===== src/sv/bbo_pkg.sv =====
`timescale 1ns / 1ps
// shared types, sizes and codes for the bypass-bin override table
package bbo_pkg;

  // table geometry
  localparam int BLOCK_CATEGORIES  = 5;
  localparam int SUBBLK_COUNT      = 16;
  localparam int COEFF_POSITIONS   = 16;
  localparam int PARTITIONS        = 16;
  localparam int VECTOR_COMPONENTS = 2;

  localparam int COEFF_DEPTH = BLOCK_CATEGORIES * SUBBLK_COUNT * COEFF_POSITIONS;
  localparam int MVD_DEPTH   = PARTITIONS * VECTOR_COMPONENTS;
  localparam int TOTAL_DEPTH = 2 * COEFF_DEPTH + 2 * MVD_DEPTH;
  localparam int ADDR_W      = $clog2(TOTAL_DEPTH);

  // region bases inside the shared slot memory
  localparam int COEFF_SIGN_BASE = 0;
  localparam int COEFF_LSB_BASE  = COEFF_DEPTH;
  localparam int MVD_SIGN_BASE   = 2 * COEFF_DEPTH;
  localparam int MVD_LSB_BASE    = 2 * COEFF_DEPTH + MVD_DEPTH;

  // slot word: generation tag over the stored override code
  localparam int EPOCH_W = 8;
  localparam int VAL_W   = 2;
  localparam int SLOT_W  = EPOCH_W + VAL_W;

  localparam logic [VAL_W-1:0] VAL_EMPTY = 2'd0;
  localparam logic [VAL_W-1:0] VAL_ONE   = 2'd2;

  typedef enum logic [1:0] {
    OP_CLEAR = 2'd0,
    OP_SET   = 2'd1,
    OP_APPLY = 2'd2,
    OP_NOP   = 2'd3
  } opcode_t;

  localparam logic [2:0] DOM_COEFF_SIGN = 3'd0;
  localparam logic [2:0] DOM_COEFF_LSB  = 3'd1;
  localparam logic [2:0] DOM_MVD_SIGN   = 3'd2;
  localparam logic [2:0] DOM_MVD_LSB    = 3'd3;

  typedef struct packed {
    logic       original_bin;
    logic [1:0] override_value;
    logic [7:0] vector_component;
    logic [7:0] partition_index;
    logic [7:0] coefficient_index;
    logic [7:0] sub_block_index;
    logic [7:0] block_category;
    logic [2:0] domain;
    opcode_t    opcode;
  } item_t;

  typedef struct packed {
    logic slot_in_range;
    logic was_overridden;
    logic result_bin;
  } result_t;

  // controller to datapath
  typedef struct packed {
    logic accept;
    logic sweep_wr;
    logic load_out;
    logic drop_out;
  } ctrl_cmd_t;

  // datapath to controller
  typedef struct packed {
    logic sweep_done;
    logic out_valid;
    logic wrap_clear;
  } dp_status_t;

endpackage


===== src/sv/bbo_ctrl.sv =====
`timescale 1ns / 1ps
// controller: clearing sweep, item acceptance and result hand-off
module bbo_ctrl (
  input  logic                   clk,
  input  logic                   rst,
  input  logic                   s_tvalid,
  output logic                   s_tready,
  input  logic                   m_tready,
  input  bbo_pkg::dp_status_t    status,
  output bbo_pkg::ctrl_cmd_t     cmd
);

  typedef enum logic [1:0] {
    ST_SWEEP,
    ST_IDLE,
    ST_RESOLVE
  } state_t;

  state_t state;
  logic   wrap_pending;
  logic   out_free;

  // handshake and command decode
  always_comb begin
    out_free = !status.out_valid || m_tready;
    unique case (state)
      ST_SWEEP:   s_tready = 1'b0;
      ST_IDLE:    s_tready = 1'b1;
      ST_RESOLVE: s_tready = out_free && !wrap_pending;
      default:    s_tready = 1'b0;
    endcase
    cmd.accept   = s_tvalid && s_tready;
    cmd.sweep_wr = (state == ST_SWEEP);
    cmd.load_out = (state == ST_RESOLVE) && out_free;
    cmd.drop_out = status.out_valid && m_tready;
  end

  // state and registered flags
  always_ff @(posedge clk) begin
    if (rst) begin
      state        <= ST_SWEEP;
      wrap_pending <= 1'b0;
    end else begin
      unique case (state)
        ST_SWEEP: begin
          if (status.sweep_done) state <= ST_IDLE;
        end
        ST_IDLE: begin
          if (cmd.accept) begin
            state        <= ST_RESOLVE;
            wrap_pending <= status.wrap_clear;
          end
        end
        ST_RESOLVE: begin
          if (out_free) begin
            if (cmd.accept) begin
              wrap_pending <= status.wrap_clear;
            end else if (wrap_pending) begin
              state        <= ST_SWEEP;
              wrap_pending <= 1'b0;
            end else begin
              state <= ST_IDLE;
            end
          end
        end
        default: state <= ST_SWEEP;
      endcase
    end
  end

endmodule


===== config.mk =====
export PLATFORM = sky130hd
export DESIGN_NAME = bbo_ctrl
export DESIGN_NICKNAME = d
export VERILOG_FILES = /design/src/sv/bbo_pkg.sv /design/src/sv/bbo_ctrl.sv
export SDC_FILE = /design/constraint.sdc
export NUM_CORES = 1
export LEC_CHECK = 0
export BUFFER_PORTS_ARGS = -buffer_cell sky130_fd_sc_hd__buf_4
export CAP_MARGIN = 30
export CORE_AREA = 3 3 40 42
export CTS_CLUSTER_DIAMETER = 150
export DETAILED_ROUTE_END_ITERATION = 16
export DIE_AREA = 0 0 43 45
export PLACE_DENSITY_LB_ADDON = 0.1
export SLEW_MARGIN = 15
export SYNTH_ARGS = -nofsm -noshare
export SYNTH_HDL_FRONTEND = slang
export SYNTH_SLANG_ARGS = --single-unit

===== constraint.sdc =====
create_clock -name clk -period 3.5 [get_ports clk]
set_input_delay 0.525 -clock clk [delete_from_list [all_inputs] [get_ports clk]]
set_output_delay 0.525 -clock clk [all_outputs]
set_load 0.01 [all_outputs]

==> impl_metrics.toml <==
[status]
status = "completed"

[logic_synthesis]
synth.largest_area_cell = "dfxtp_1"
yosysSeqAreaShare_pct = 20.34
synth_seq_cells = 3
syn-num-nets = 49
ys.flop_type = "dfxtp_1"
synth-edff-count = 0
synth_area_sq_um = 295.3
synthDistinctLibCells = 21
syn_avg_cell_area_sq_um = 7.771
netlist.area_leader.share_pct = 20.34
ys_top_cells_by_area = "dfxtp_1, ha_1, nand2b_1"
netlist_top_cells_count = "inv_1, ha_1, nand2_1, nand2b_1, dfxtp_1"
synthArstFlopShare_pct = 0
yosys_warnings = 0
syn_inst = 38
yosysMostFrequentCell = "inv_1"

[global_route]
antenna_found_initial = 0
gr-total-overflow = 0
grt_max_degree = 7
grt_pass1_vias = 266
grt_pass1_wl_microns = 1069
grt_usage_pct = 7.744

[cells_and_area]
drive_gt1_share_pct = 33.96
fin_nets = 65
final_util_pct = 32.91
fillCellCount = 151
diodes = 0
syn2layout_area_growth_pct = 43.22

[timing]
setup_tns_ps = 0
final_hold_viol_count = 0
fmax_mhz = 493.2
maxSlewHeadroom_pct = 81.48
fin_crit_ps = 2027
worst_slew_pin_slew_ps = 275.9
setup_viol = 0
fin_skew_ps = 5.130
rsz0062_at_grt = "false"
finalCritPeriodShare_pct = 57.93
fin_ws_ps = 1473
slew_viol_final = 0

[routing]
routed.top_layer = "met3"
wl_per_cell_microns = 9.926
wl_met1_microns = 276
vias = 299
wl_met3_microns = 68
dr.pass1.iters = 4
drc = 0
drtAntennaViolNets = 0
detail_route.vias_per_cell = 4.397
drt-initial-drc-count = 7
wl_met2_microns = 330
routed_wl_microns = 675

[job]
drv_cap = 0

[place]
gp_congestion = 0.7266
place_ws_ps = 1721
numPortBuffers = 11
place_hpwl_microns = 550.8

[cts]
numClockSinks = 3
cts_root_buf = "clkbuf_4"
h-tree-depth = 1
path_clk_slew_ps = 40
cts_max_path_buffers = 2
ctsHoldBuffers = 0
cts_resized = 0
cts_buffers = 3
cts_tree = "built"
cts_setup_buffers = 0
worstSkewPairLatency_ps = 230

[floorplanning]
die_w_microns = 43
start_util_pct = 22.98
boundaryPins = 12
core_area_sq_um = 1285
dieArea_sq_um = 1935
rows = 13
die_h_microns = 45

[worst_setup_path]
crit_path_end_kind = "output port"
cp.required_ps = 2970
cp-start-kind = "register"
rr_worst_depth = 6
critPathMaxFanout = 6
cpPeakStageDelay_ps = 370
critical_path_class = "register to output port"
crit_slowest_cell = "dfxtp_1"
arrival_ps = 1500
cp_cell_sequence = "inv_1 -> ha_1 -> nor2b_1 -> a21oi_1 -> nor3_1 -> buf_4"

[power]
p_per_area_nw_per_um2 = 705.5
p_total_uw = 298.4
power.leakage_nw = 0.2013
ir_drop_v = 0.0002544

[worst_hold_path]
hold_depth = 2
min_path_type = "input port to register"
==> where the power goes <==
| part | internal (mW) | switching (mW) |
|---|---|---|
| clock network | 0.0427 | 0.0181 |
| logic | 0.0856 | 0.0914 |
| registers | 0.0477 | 0.0128 |
==> routing by layer <==
metal	up-vias	track usage (%)
met5	-	0
met4	0	7.229
met3	0	1.992
met2	9	10.78
met1	132	9.639
li1	158	-
==> per-stage QoR <==
step	hold WS, ps	cell area [sq um]	instances
finish	476.1	422.9	68
global route	486.2	422.9	68
CTS	465.7	422.9	68
detailed placement	483.4	396.6	64
global placement	490.0	396.6	64
floorplan	455.7	295.3	38
==> flip-flops by register name, summed over array words and instances, names as in the netlist <==
signal and count:
state 2, wrap_pending 1
==> critical path: cells and delay by family, from the launching register on <==
| family | cells | cell delay, ps |
|---|---|---|
| flops | 1 | 370 |
| simple gates | 2 | 230 |
| fa+ha+maj | 1 | 260 |
| buf+inv | 2 | 220 |
| compound gates | 1 | 190 |
==> cells by family after synthesis <==
logic type | synth area share (%)
and+or+nand+nor | 27.54
AOI/OAI and AO/OA | 20.76
buffers and inverters | 7.627
adders and majority gates | 16.95
DFF | 20.34
muxes | 6.780
==> layout by cell type (no fill, tap or decap) <==
master,n
nor2_1,2
clkbuf_4,3
a21oi_1,1
nor2b_2,1
nand2b_1,4
o21ai_1,1
dfxtp_1,3
o21ai_0,1
clkbuf_1,1
a221o_1,1
nor2b_1,1
a21oi_2,1
ha_1,4
and2_1,1
inv_1,5
o31a_1,1
buf_4,11
inv_2,1
and2_2,1
nand2_1,4
mux2i_1,2
a222oi_1,1
a211o_1,1
nor3_1,1
==> final cells by class <==
class / count / area, sq um / area share [%]
Multi-Input combinational cell: 29 / 212.7 / 50.30
Clock buffer: 4 / 26.28 / 6.213
Inverter: 6 / 22.52 / 5.325
Timing Repair Buffer: 11 / 82.58 / 19.53
Sequential cell: 3 / 60.06 / 14.20
Tap cell: 15 / 18.77 / 4.438
==> path summary, 6_finish.rpt <==
kind,from,to,slack (ps)
setup / recovery,state[0],cmd[3],1470
hold / removal,rst,wrap_pending,480
setup reg to reg,state[1],wrap_pending,1910
hold reg to reg,wrap_pending,wrap_pending,490
Power figures use the tool's default switching activity.
